--- src/rtl/pmcd_pkg.sv ---
`timescale 1ns / 1ps
// ----------------------------------------------------------------------------
// PBCH MIB check package
// Shared widths, antenna codes, decoded field type and CRC-16 constants.
// ----------------------------------------------------------------------------
package pmcd_pkg;

	localparam int INFO_W = 24;
	localparam int CRC_W = 16;
	localparam int SFN_W = 10;
	localparam int BW_W = 3;
	localparam logic [CRC_W-1:0] CRC_POLY = 16'h1021;
	localparam logic [BW_W-1:0] BW_MAX = 3'd5;
	localparam logic [BW_W-1:0] BW_UNKNOWN = 3'd6;
	localparam logic [CRC_W-1:0] MASK_ONE = 16'h0000;
	localparam logic [CRC_W-1:0] MASK_TWO = 16'hFFFF;
	localparam logic [CRC_W-1:0] MASK_FOUR = 16'h5555;

	typedef enum logic [1:0] {
		ANT_ONE   = 2'd0,
		ANT_TWO   = 2'd1,
		ANT_FOUR  = 2'd2,
		ANT_UNSUP = 2'd3
	} ant_code_t;

	typedef struct packed {
		logic [BW_W-1:0]  bandwidth_code;
		logic             phich_duration;
		logic [1:0]       phich_resource;
		logic [SFN_W-1:0] frame_number;
	} mib_fields_t;

	// The CRC is linear in the information bits, so each bit contributes a
	// fixed 16-bit column; these columns are evaluated at elaboration.
	function automatic logic [INFO_W-1:0][CRC_W-1:0] crc_cols_f();
		logic [INFO_W-1:0][CRC_W-1:0] cols;
		logic [CRC_W-1:0] crc;
		logic fb;
		for (int b = 0; b < INFO_W; b++) begin
			crc = '0;
			for (int i = INFO_W - 1; i >= 0; i--) begin
				fb = crc[CRC_W-1] ^ (i == b);
				crc = {crc[CRC_W-2:0], 1'b0};
				if (fb) begin
					crc = crc ^ CRC_POLY;
				end
			end
			cols[b] = crc;
		end
		return cols;
	endfunction

endpackage

--- src/rtl/pmcd_crc_check.sv ---
`timescale 1ns / 1ps
// ----------------------------------------------------------------------------
// PBCH MIB CRC check
// Unmasks the received CRC by antenna hypothesis and compares it with the
// CRC-16 of the information bits.
// ----------------------------------------------------------------------------
module pmcd_crc_check
	import pmcd_pkg::*;
(
	input  logic [INFO_W-1:0] info_bits,
	input  logic [CRC_W-1:0]  crc_bits,
	input  logic [1:0]        antenna_code,
	output logic              crc_ok
);

	localparam logic [INFO_W-1:0][CRC_W-1:0] CRC_COLS = crc_cols_f();

	logic [CRC_W-1:0] crc_calc;
	logic [CRC_W-1:0] mask;
	logic             mask_valid;

	always_comb begin
		crc_calc = '0;
		for (int i = 0; i < INFO_W; i++) begin
			if (info_bits[i]) begin
				crc_calc = crc_calc ^ CRC_COLS[i];
			end
		end
	end

	always_comb begin
		mask = MASK_ONE;
		mask_valid = 1'b1;
		case (ant_code_t'(antenna_code))
			ANT_ONE: begin
				mask = MASK_ONE;
			end
			ANT_TWO: begin
				mask = MASK_TWO;
			end
			ANT_FOUR: begin
				mask = MASK_FOUR;
			end
			default: begin
				mask_valid = 1'b0;
			end
		endcase
	end

	assign crc_ok = mask_valid && ((crc_bits ^ mask) == crc_calc);

endmodule

--- src/rtl/pmcd_mib_fields.sv ---
`timescale 1ns / 1ps
// ----------------------------------------------------------------------------
// PBCH MIB field decode
// Extracts bandwidth, PHICH configuration and system frame number.
// ----------------------------------------------------------------------------
module pmcd_mib_fields
	import pmcd_pkg::*;
(
	input  logic [INFO_W-1:0] info_bits,
	input  logic [1:0]        frame_hypothesis,
	input  logic [1:0]        frame_index,
	output mib_fields_t       fields
);

	logic [BW_W-1:0] bw_raw;

	assign bw_raw = info_bits[23:21];

	always_comb begin
		fields.bandwidth_code = (bw_raw > BW_MAX) ? BW_UNKNOWN : bw_raw;
		fields.phich_duration = info_bits[20];
		fields.phich_resource = info_bits[19:18];
		fields.frame_number = {info_bits[17:10], 2'b00}
			+ {{(SFN_W-2){1'b0}}, frame_hypothesis}
			- {{(SFN_W-2){1'b0}}, frame_index};
	end

endmodule

--- src/rtl/pbch_mib_crc_check_decode_top.sv ---
`timescale 1ns / 1ps
// ----------------------------------------------------------------------------
// PBCH MIB CRC check and decode
// Checks the masked CRC-16 of one broadcast word and decodes its fields.
// ----------------------------------------------------------------------------
// Usage:
// A word is presented on info_bits, crc_bits, antenna_code, frame_hypothesis
// and frame_index and is taken at a rising edge where start is high and busy
// is low. Busy stays low, so a new word can be given in every cycle.
// The word is registered at the input, checked and decoded in one pass of
// logic, and the result is registered at the output. The result appears on
// crc_ok, bandwidth_code, phich_duration, phich_resource, frame_number and
// antenna_ports with done high for exactly one cycle, after the word has passed
// through the input register and then the result register.
// Throughput is one word per cycle.
// The receiver cannot stall; every result must be taken in its done cycle.
// Reset clears the valid flags of both stages, so no result is reported
// for words in flight at reset.
// ----------------------------------------------------------------------------
module pbch_mib_crc_check_decode_top
	import pmcd_pkg::*;
(
	input  logic              clk,
	input  logic              arst_n,
	input  logic              start,
	output logic              busy,
	input  logic [INFO_W-1:0] info_bits,
	input  logic [CRC_W-1:0]  crc_bits,
	input  logic [1:0]        antenna_code,
	input  logic [1:0]        frame_hypothesis,
	input  logic [1:0]        frame_index,
	output logic              done,
	output logic              crc_ok,
	output logic [BW_W-1:0]   bandwidth_code,
	output logic              phich_duration,
	output logic [1:0]        phich_resource,
	output logic [SFN_W-1:0]  frame_number,
	output logic [1:0]        antenna_ports
);

	logic              valid_s1;
	logic [INFO_W-1:0] info_s1;
	logic [CRC_W-1:0]  crc_s1;
	logic [1:0]        ant_s1;
	logic [1:0]        hyp_s1;
	logic [1:0]        fidx_s1;

	logic              valid_s2;
	logic              crc_ok_s2;
	mib_fields_t       fields_s2;
	logic [1:0]        ant_s2;

	logic              crc_ok_c;
	mib_fields_t       fields_c;

	assign busy = 1'b0;

	always_ff @(posedge clk or negedge arst_n) begin
		if (!arst_n) begin
			valid_s1 <= 1'b0;
			valid_s2 <= 1'b0;
		end else begin
			valid_s1 <= start && !busy;
			valid_s2 <= valid_s1;
		end
	end

	always_ff @(posedge clk) begin
		if (start && !busy) begin
			info_s1 <= info_bits;
			crc_s1 <= crc_bits;
			ant_s1 <= antenna_code;
			hyp_s1 <= frame_hypothesis;
			fidx_s1 <= frame_index;
		end
	end

	pmcd_crc_check u_crc_check (
		.info_bits    (info_s1),
		.crc_bits     (crc_s1),
		.antenna_code (ant_s1),
		.crc_ok       (crc_ok_c)
	);

	pmcd_mib_fields u_mib_fields (
		.info_bits        (info_s1),
		.frame_hypothesis (hyp_s1),
		.frame_index      (fidx_s1),
		.fields           (fields_c)
	);

	always_ff @(posedge clk) begin
		if (valid_s1) begin
			crc_ok_s2 <= crc_ok_c;
			fields_s2 <= fields_c;
			ant_s2 <= ant_s1;
		end
	end

	assign done = valid_s2;
	assign crc_ok = crc_ok_s2;
	assign bandwidth_code = fields_s2.bandwidth_code;
	assign phich_duration = fields_s2.phich_duration;
	assign phich_resource = fields_s2.phich_resource;
	assign frame_number = fields_s2.frame_number;
	assign antenna_ports = ant_s2;

	a_accept_to_done: assert property (@(posedge clk) disable iff (!arst_n)
		start && !busy |=> ##1 done)
		else $error("accepted word did not produce a result");

	a_no_spurious_done: assert property (@(posedge clk) disable iff (!arst_n)
		done |-> $past(valid_s1))
		else $error("result reported without a word in flight");

	a_unsup_fails: assert property (@(posedge clk) disable iff (!arst_n)
		done && antenna_ports == ANT_UNSUP |-> !crc_ok)
		else $error("unsupported antenna code passed the CRC check");

	a_bw_range: assert property (@(posedge clk) disable iff (!arst_n)
		done |-> bandwidth_code <= BW_UNKNOWN)
		else $error("bandwidth code out of range");

endmodule

--- config.mk ---
export PLATFORM = sky130hd
export DESIGN_NAME = pbch_mib_crc_check_decode_top
export DESIGN_NICKNAME = d
export VERILOG_FILES = /design/src/rtl/pmcd_pkg.sv /design/src/rtl/pmcd_crc_check.sv /design/src/rtl/pmcd_mib_fields.sv /design/src/rtl/pbch_mib_crc_check_decode_top.sv
export SDC_FILE = /design/constraint.sdc
export NUM_CORES = 1
export LEC_CHECK = 0
export BUFFER_PORTS_ARGS = -buffer_cell sky130_fd_sc_hd__clkbuf_2
export CELL_PAD_IN_SITES_DETAIL_PLACEMENT = 1
export CELL_PAD_IN_SITES_GLOBAL_PLACEMENT = 2
export CORE_MARGIN = 4
export CORE_UTILIZATION = 30
export DETAILED_ROUTE_END_ITERATION = 16
export PLACE_DENSITY = 0.78
export SYNTH_ARGS = -nofsm -noshare
export SYNTH_HDL_FRONTEND = slang
export SYNTH_SLANG_ARGS = --single-unit
export TNS_END_PERCENT = 30
--- constraint.sdc ---
create_clock -name clk -period 2.4 [get_ports clk]
set_input_delay 0.12 -clock clk [delete_from_list [all_inputs] [get_ports clk]]
set_output_delay 0.12 -clock clk [all_outputs]
set_load 0.05 [all_outputs]
Word level (Yosys, flattened, before mapping)
Cells that the tools add are included.

operators by class
  $add $sub $neg = 2
  equality and inequality tests = 3
  magnitude comparators = 1
  reduce and logical (&&, ||, !) cells = 3
  bitwise gates (word level) = 24
  mux-type cells = 26

operators by type and width
  kind                                                                   count
  16-bit 2-to-1 mux                                                      7
  7-bit NOT                                                              14
  15-bit 2-to-1 mux                                                      5
  14-bit 2-to-1 mux                                                      5
  13-bit 2-to-1 mux                                                      4
  16-bit case mux with 2 select lines                                    1
  5-bit NOT                                                              4
  9-bit NOT                                                              2
  16-bit equality test                                                   1
  16-bit bitwise XOR                                                     1
  12-bit 2-to-1 mux                                                      1
  11-bit 2-to-1 mux                                                      1
  10-bit by 2-bit adder with 10-bit output                               1
  10-bit 2-to-1 mux                                                      1
  10-bit by 2-bit subtractor with 10-bit output                          1
  2-bit NOT with 3-bit output                                            3
  3-bit > comparator, second input constant                              1
  3-bit OR reduction                                                     1
  2-bit by 1-bit equality test with 1-bit output, second input constant  1
  2-bit equality test, second input constant                             1
  2-bit zero test                                                        1
  1-bit logical AND                                                      1
  1-bit 2-to-1 mux                                                       1

storage, ports and cells
  logic and storage cells = 72
  bits of input ports = 49
  flip-flop bits (word level) = 67
  output and inout port bits = 21

Depth between registers and ports, before layout
Gate-level depths: netlist (run 1).

  depth in word-level cells = 49
  depth in mapped cells = 9
  mapped depth without buffers = 8

By module
From an unflattened synthesis (run 1), not the netlist that was laid out.

second synthesis, totals
  cell total of the unflattened synthesis = 205
  area, all modules = 3235.6 um^2

by module, submodules not included
  module                         area each (um^2)  instances  sequential area each (um^2)  cells each
  pbch_mib_crc_check_decode_top  2013.2            1          2001.9                       69
  pmcd_crc_check                 970.9             1          0.0                          102
  pmcd_mib_fields                251.5             1          0.0                          34

Least setup slack after synthesis (run 1)
OpenSTA, ideal clock, no wires.

  path type = register to register
  from = register ant_s1[0]
  to = register crc_ok_s2 (netlist: crc_ok) (data pin)
  clock period less this slack = 2.405 ns
  stages on the path, launching flop included = 9
  data arrival time = 2.236 ns
  data required time = 2.230 ns
  slack = -0.005 ns
  setup time = 0.170 ns
  cell sequence = edfxtp_1 -> ha_1 -> clkbuf_1 -> xor2_1 -> xnor3_1 -> or3_1 -> a2111oi_2 -> o211ai_1 -> nor4_2

between the ends
  word-level cells in the longest chain between the ends = 5
  elaborated cells on any way between the ends = 9
  those cells by class = 3 x eq/ne; 2 x mux; 1 x bitwise; 3 x reduce/logical

RTL lines
  element                                                                                line                                 RTL
  start: declaration                                                                     pbch_mib_crc_check_decode_top.sv:44  logic [1:0] ant_s1;
  start signal: assignment                                                               pbch_mib_crc_check_decode_top.sv:72  ant_s1 <= antenna_code;
  2-bit equality test or 2-bit by 1-bit equality test with 1-bit output (tied branches)  pmcd_crc_check.sv:34                 case (ant_code_t'(antenna_code))
  16-bit case mux with 2 select lines                                                    pmcd_crc_check.sv:34
  16-bit bitwise XOR                                                                     pmcd_crc_check.sv:50                 assign crc_ok = mask_valid && ((crc_bits ^ mask) == crc_calc);
  16-bit equality test                                                                   pmcd_crc_check.sv:50
  1-bit logical AND *                                                                    pmcd_crc_check.sv:50
  net crc_ok_c                                                                           pbch_mib_crc_check_decode_top.sv:53  logic crc_ok_c;
  end signal: assignment                                                                 pbch_mib_crc_check_decode_top.sv:94  crc_ok_s2 <= crc_ok_c;
  end: declaration                                                                       pbch_mib_crc_check_decode_top.sv:49  logic crc_ok_s2;

Mark *: on every way through the listed nets, which the timed path passes. The rest lies on a longest branch.
A chain may end at the register's enable or synchronous reset.

Worst setup path in the final report (run 1)
  from = register info_s1[8]
  to = register crc_ok_s2 (netlist: crc_ok) (data pin)

between the ends
  word-level cells in the longest chain between the ends = 27
  elaborated cells on any way between the ends = 32
  those cells by class = 1 x eq/ne; 16 x mux; 14 x bitwise; 1 x reduce/logical

RTL lines
  element                                                          line                                 RTL
  start: declaration                                               pbch_mib_crc_check_decode_top.sv:42  logic [INFO_W-1:0] info_s1;
  start signal: assignment                                         pbch_mib_crc_check_decode_top.sv:70  info_s1 <= info_bits;
  14-bit 2-to-1 mux *                                              pmcd_crc_check.sv:25                 if (info_bits[i]) begin
  7-bit NOT (no source line) or 15-bit 2-to-1 mux (tied branches)  --
  15-bit 2-to-1 mux *                                              pmcd_crc_check.sv:25
  16-bit 2-to-1 mux *                                              pmcd_crc_check.sv:25
  7-bit NOT (no source line) or 16-bit 2-to-1 mux (tied branches)  --
  16-bit 2-to-1 mux *                                              pmcd_crc_check.sv:25
  7-bit NOT (no source line) or 10-bit 2-to-1 mux (tied branches)  --
  10-bit 2-to-1 mux, or another cell as far along                  pmcd_crc_check.sv:25
  (+12 left out)                                                   --
  15-bit 2-to-1 mux *                                              pmcd_crc_check.sv:25
  16-bit 2-to-1 mux *                                              pmcd_crc_check.sv:25
  9-bit NOT (no source line) or 13-bit 2-to-1 mux (tied branches)  --
  13-bit 2-to-1 mux or 9-bit NOT (tied branches)                   --
  14-bit 2-to-1 mux *                                              pmcd_crc_check.sv:25
  16-bit equality test *                                           pmcd_crc_check.sv:50
  1-bit logical AND *                                              pmcd_crc_check.sv:50
  net crc_ok_c                                                     pbch_mib_crc_check_decode_top.sv:53

Marked as above.

==> results.sh, run 1 <==
export IMPL_p_int_w=0.00240
export IMPL_area_delta_synth_final_pct=40.3
export IMPL_fin_setup_tns_ps=-5.29
export IMPL_powerDensity_nw_per_um2=752
export IMPL_yosysUniqueCellTypes=35
export IMPL_wl_per_cell_um=15.3
export IMPL_max_slew_margin_rel_pct=35.6
export IMPL_synth_fp_nets=259
export IMPL_cp_arrival_ps=2570
export IMPL_hold_ws_ps=120
export IMPL_cp_start_kind="register"
export IMPL_p_clk_share_pct=25.0
export IMPL_detail_route_vias_per_cell=4.17
export IMPL_io_pins=70
export IMPL_setup_worst_path_end_class="register"
export IMPL_switchingPower_w=0.00102
export IMPL_die_w_um=112
export IMPL_drc=0
export IMPL_route_vias_total=2012
export IMPL_finalWirelength_um=7410
export IMPL_ff_latch_area_um2=2000
export IMPL_yosys_most_used_dff="edfxtp_1"
export IMPL_final_cell_area_um2=4550
export IMPL_row_count=37
export IMPL_worstMarginPinSlew_ps=966
export IMPL_antenna_cells=0
export IMPL_start_util_pct=31.1
export IMPL_drt_iter0_drc=55
export IMPL_fin_worst_skew_ps=6.47
export IMPL_clk_latency_ps=330
export IMPL_switching_share_pct=29.7
export IMPL_dpl_cell_area_um2=3820
export IMPL_portBuffers=68
export IMPL_setup_violations=1
export IMPL_cts_path_max_buffers=2
export IMPL_numCtsBuffers=9
export IMPL_critPathRequiredTime_ps=2560
export IMPL_grt_pass1_vias=2276
export IMPL_path_class="reg2reg"
export IMPL_final_hold_viol_count=0
export IMPL_syn_instance_count=205
export IMPL_synth_edf_count=65
export IMPL_fmax_mhz=416
export IMPL_drive_above_1_share_pct=31.4
export IMPL_die_area_um2=12500
export IMPL_finalMaxSlewViolations=0
export IMPL_avgSynthCellArea_um2=15.8
export IMPL_p_seq_share_pct=42.8
export IMPL_cts_tree="done"
export IMPL_ys_seq_area_share_pct=61.8
export IMPL_cap_violations=0
export IMPL_antenna_found_initial=0
export IMPL_cts_root_buf="clkbuf_8"
export IMPL_drt_pass1_iter_count=4
export IMPL_yosys_warnings=0
export IMPL_route_antenna_remaining_nets=0
export IMPL_grt_use_total_pct=12.4
export IMPL_path_max_fanout=2
export IMPL_grt_max_degree=21
export IMPL_layout_nets=397
export IMPL_layout_min_cycle_time_ps=2410
export IMPL_htree_levels=3
export IMPL_clkSinkCount=67
export IMPL_synth_seq_cells=67
export IMPL_status="finished, violations left"
export IMPL_total_power_w=0.00342
export IMPL_coreArea_um2=10400
export IMPL_fillers=1062
export IMPL_gp_congestion=0.782
export IMPL_die_h_um=112
export IMPL_rsz0062_at_grt="true"
export IMPL_async_reset_ff_share_pct=2.99
export IMPL_clk_pin_slew_ps=60
export IMPL_syn_area_um2=3240
export IMPL_combPwrFrac_pct=32.1
export IMPL_post_dp_hpwl_um=5310
export IMPL_final_setup_worst_slack_ps=-5.29
export IMPL_hold_class="in2async"
export IMPL_violations="negative setup slack"
export IMPL_fin_crit_sh_pct=100
export IMPL_grt_pass1_wl_um=11800
export IMPL_multi_input_area_um2=1190
export IMPL_leakage_nw=1.85
export IMPL_gr_total_overflow=0
export IMPL_irDropWorstVdd_mv=0.299
[metrics by stage]
step	utilization, %	instances	setup WS, ps
after global placement	36.7	415	19.7
after global routing	43.7	483	-123
final	43.7	483	-5.29
after CTS	43.4	480	-30.4
after detailed placement	36.7	415	-62.8
after floorplan	-	205	72.5
[routing by layer]
metal | global-route usage [%] | up-vias | share of wire (%)
met2 | 21.9 | 47 | 51
met5 | 0 | - | 0
li1 | - | 987 | -
met3 | 3.42 | 12 | 4.3
met4 | 3.85 | 0 | 2.1
met1 | 14.5 | 966 | 42
[cells in the mapped netlist, types with 2 or more instances]
cell      count  area (um^2)
edfxtp_1     65         1950
xnor2_1      49          429
xor2_1       22          193
xnor3_1       8          180
inv_1         7         26.3
clkbuf_1      6         22.5
ha_1          4         50.1
nor2_1        4         15.0
nor3_1        4         20.0
and3_1        3         18.8
buf_2         3         15.0
or3_1         3         18.8
dfrtp_1       2         50.1
mux2i_1       2         20.0
nand2_1       2         7.51
nand3_1       2         10.0
[timing repair]
item,4_1_cts,5_1_grt
buffers inserted,3,3
hold buffers,47,0
gates resized for setup,4,0
setup endpoints to repair,1,1
pin swaps,5,3
endpoints found under the hold margin,48,0
[power groups by stage]
stage / Combinational (W) / Clock [W] / Sequential [W]
floorplan: 0.000625 / 0 / 0.00160
global placement: 0.000972 / 0 / 0.00149
detailed placement: 0.000990 / 0 / 0.00149
CTS: 0.00110 / 0.000900 / 0.00147
global route: 0.00118 / 0.000945 / 0.00148
finish: 0.00110 / 0.000856 / 0.00146
[final cells by class]
cell class                 count  share of cell area, %
sequential                    67                   44.0
inverter                       7                  0.578
tap                          136                   3.74
clock buffer                  10                   2.81
clock inverter                 5                  0.990
timing repair buffer         138                   21.6
multi-input combinational    120                   26.2
[sequential cells by signal (all words and copies together) (netlist names)]
| register | count |
|---|---|
| antenna_ports | 2 |
| done | 1 |
| bandwidth_code | 3 |
| phich_resource | 2 |
| crc_s1 | 16 |
| info_s1 | 24 |
| ant_s1 | 2 |
| valid_s1 | 1 |
| hyp_s1 | 2 |
| crc_ok | 1 |
| fidx_s1 | 2 |
| phich_duration | 1 |
| frame_number | 10 |
[worst paths after layout]
path / endpoint / slack, ps / startpoint / cells past startpoint
setup / recovery: crc_ok / -5 / info_s1[8] / 6
hold / removal: valid_s1 / 120 / arst_n / 2
setup reg to reg: crc_ok / -5 / info_s1[8] / 6
hold reg to reg: phich_resource[0] / 550 / info_s1[18] / 0
max in group asynchronous: done / 2190 / arst_n / 2
min in group clk: info_s1[19] / 370 / start / 1
[critical path, stage by stage (launching register included)]
cell and delay (ps):
edfxtp_1 420, xor3_2 430, xnor3_1 380, or3_4 390, a2111oi_4 320, o211ai_1 160, nor4_2 150
[cells by family after synthesis]
logic type | share of synthesized area, %
multiplexers | 0.618
other | 0.116
buffers and inverters | 2.55
XOR/XNOR | 27.0
AND/OR/NAND/NOR | 4.17
AO/OA/AOI/OAI | 1.62
flip-flops | 61.8
adder cells (fa/ha/maj) | 2.16
[cells in the final DEF (no fill, tap or decap), drive strengths merged]
cell / instances
or3: 3
xor3: 2
nand2: 2
and3: 3
nor4: 2
o22ai: 1
dlygate4sd3: 47
fa: 1
nor2: 4
xor2: 22
a21boi: 1
or2: 1
a211oi: 1
o211ai: 1
xnor3: 9
dfrtp: 2
buf: 23
nor3: 4
edfxtp: 65
clkbuf: 78
mux2i: 2
and2: 1
bufinv: 1
o31a: 1
nand3: 2
nand2b: 1
clkinv: 4
inv: 7
nand3b: 1
a2111oi: 1
conb: 1
ha: 4
xnor2: 49
No activity file was read; power rests on OpenSTA's default activity.
==> inputs of run 2 (changes only) <==
--- a/config.mk
+++ b/config.mk
@@ -5,11 +5,12 @@
 export SDC_FILE = /design/constraint.sdc
 export NUM_CORES = 1
 export LEC_CHECK = 0
-export BUFFER_PORTS_ARGS = -buffer_cell sky130_fd_sc_hd__clkbuf_2
+export BUFFER_PORTS_ARGS = -buffer_cell sky130_fd_sc_hd__buf_4
 export CELL_PAD_IN_SITES_DETAIL_PLACEMENT = 1
 export CELL_PAD_IN_SITES_GLOBAL_PLACEMENT = 2
 export CORE_MARGIN = 4
 export CORE_UTILIZATION = 30
+export CTS_CLUSTER_SIZE = 16
 export DETAILED_ROUTE_END_ITERATION = 16
 export PLACE_DENSITY = 0.78
 export SYNTH_ARGS = -nofsm -noshare
==> results.sh, run 2 (synthesized netlist as in run 1, its figures left out) <==
export IMPL_status="finished, final reports clean"
export IMPL_final_hold_viol_count=0
export IMPL_irDropWorstVdd_mv=0.335
export IMPL_area_delta_synth_final_pct=44.4
export IMPL_route_antenna_remaining_nets=0
export IMPL_clkSinkCount=67
export IMPL_largest_reg_flops=24
export IMPL_route_vias_total=1968
export IMPL_dpl_cell_area_um2=3980
export IMPL_setup_worst_path_end_class="register"
export IMPL_fin_worst_skew_ps=6.63
export IMPL_cp_arrival_ps=2550
export IMPL_antenna_cells=0
export IMPL_die_h_um=112
export IMPL_powerDensity_nw_per_um2=740
export IMPL_path_max_fanout=2
export IMPL_critPathRequiredTime_ps=2570
export IMPL_r2r_end="crc_ok"
export IMPL_crit_end="crc_ok"
export IMPL_final_cell_mix="buf_4 (85), edfxtp_1 (65), xnor2_1 (48)"
export IMPL_numCtsBuffers=9
export IMPL_grt_pass1_vias=2181
export IMPL_leakage_nw=1.87
export IMPL_htree_levels=3
export IMPL_portBuffers=68
export IMPL_grt_use_total_pct=12.0
export IMPL_hold_class="in2async"
export IMPL_worstMarginPinSlew_ps=922
export IMPL_layout_nets=391
export IMPL_final_cell_area_um2=4680
export IMPL_finalMaxSlewViolations=0
export IMPL_finalWirelength_um=7140
export IMPL_post_dp_hpwl_um=5160
export IMPL_drt_pass1_iter_count=4
export IMPL_drive_above_1_share_pct=30.4
export IMPL_r2r_start="info_s1[8]"
export IMPL_final_setup_worst_slack_ps=24.1
export IMPL_row_count=37
export IMPL_place_ws_ps=14.2
export IMPL_fin_cells=478
export IMPL_grt_pass1_wl_um=11300
export IMPL_setup_violations=0
export IMPL_dp_cells=413
export IMPL_hold_ws_ps=113
export IMPL_start_util_pct=31.1
export IMPL_io_pins=70
export IMPL_antenna_found_initial=0
export IMPL_detail_route_vias_per_cell=4.12
export IMPL_startpoint="info_s1[8]"
export IMPL_gr_total_overflow=0
export IMPL_final_common_cell="buf_4"
export IMPL_die_w_um=112
export IMPL_cap_violations=0
export IMPL_fin_crit_sh_pct=99.0
export IMPL_drc=0
export IMPL_coreArea_um2=10400
export IMPL_top_register="info_s1"
export IMPL_gp_congestion=0.803
export IMPL_die_area_um2=12500
export IMPL_grt_max_degree=48
export IMPL_clk_latency_ps=340
export IMPL_rrSetupSlack_ps=20
export IMPL_clk_pin_slew_ps=70
export IMPL_path_class="reg2reg"
export IMPL_layout_min_cycle_time_ps=2380
export IMPL_cts_path_max_buffers=2
export IMPL_rsz0062_at_grt="true"
export IMPL_reg2reg_depth=6
export IMPL_max_slew_margin_rel_pct=38.5
export IMPL_cp_start_kind="register"
export IMPL_fin_setup_tns_ps=0
export IMPL_wl_per_cell_um=14.9
export IMPL_fmax_mhz=421
export IMPL_cts_root_buf="clkbuf_8"
export IMPL_drt_iter0_drc=61
export IMPL_cts_tree="done"
-- run 2: timing repair --
action,in CTS,in global routing
gates resized for setup,0,4
setup buffers,0,2
hold buffers,47,0
endpoints found under the setup margin,1,1
hold endpoints to repair,48,0
pin swaps,1,2
-- run 2: layer usage --
layer,global-route usage (%),part of all wire (%)
met4,4.57,1.5
met3,3.37,4.3
met5,0,0
met1,14.7,43
met2,20.1,51
-- run 2: cell type report --
class	instances	area [um^2]
sequential	67	2000
inverter	7	26.3
timing repair buffer	132	1110
multi-input combinational	120	1190
clock inverter	3	38.8
fill	1087	5740
clock buffer	13	139
tap	136	170
-- run 2: power by group --
| group | internal [W] | switching, W | leakage, nW |
|---|---|---|---|
| Clock | 0.000477 | 0.000396 | 0.0890 |
| Combinational | 0.000575 | 0.000547 | 1.12 |
| Sequential | 0.00140 | 0.0000628 | 0.659 |
| Total | 0.00246 | 0.00101 | 1.87 |
-- run 2: per-stage QoR --
| stage | power [W] | utilization (%) |
|---|---|---|
| global route | 0.00364 | 44.9 |
| global placement | 0.00250 | 38.2 |
| finish | 0.00346 | 44.9 |
| floorplan | 0.00223 | - |
| detailed placement | 0.00252 | 38.2 |
| CTS | 0.00347 | 44.4 |
-- run 2: worst max-delay path: stages (launching register included) --
cell and delay, ps:
edfxtp_1 420, xor3_2 440, xnor3_1 370, or3_4 390
a2111oi_4 300, o211ai_1 150, nor4_2 150
-- run 2: worst min-delay path by stage --
stage / startpoint / to / slack [ps] / depth (start not counted)
after floorplan: arst_n / done / -180 / 0
after global placement: arst_n / done / -100 / 1
after detailed placement: arst_n / valid_s1 / -100 / 1
after CTS: arst_n / valid_s1 / 80 / 2
after global routing: arst_n / done / 120 / 2
final: arst_n / done / 110 / 2
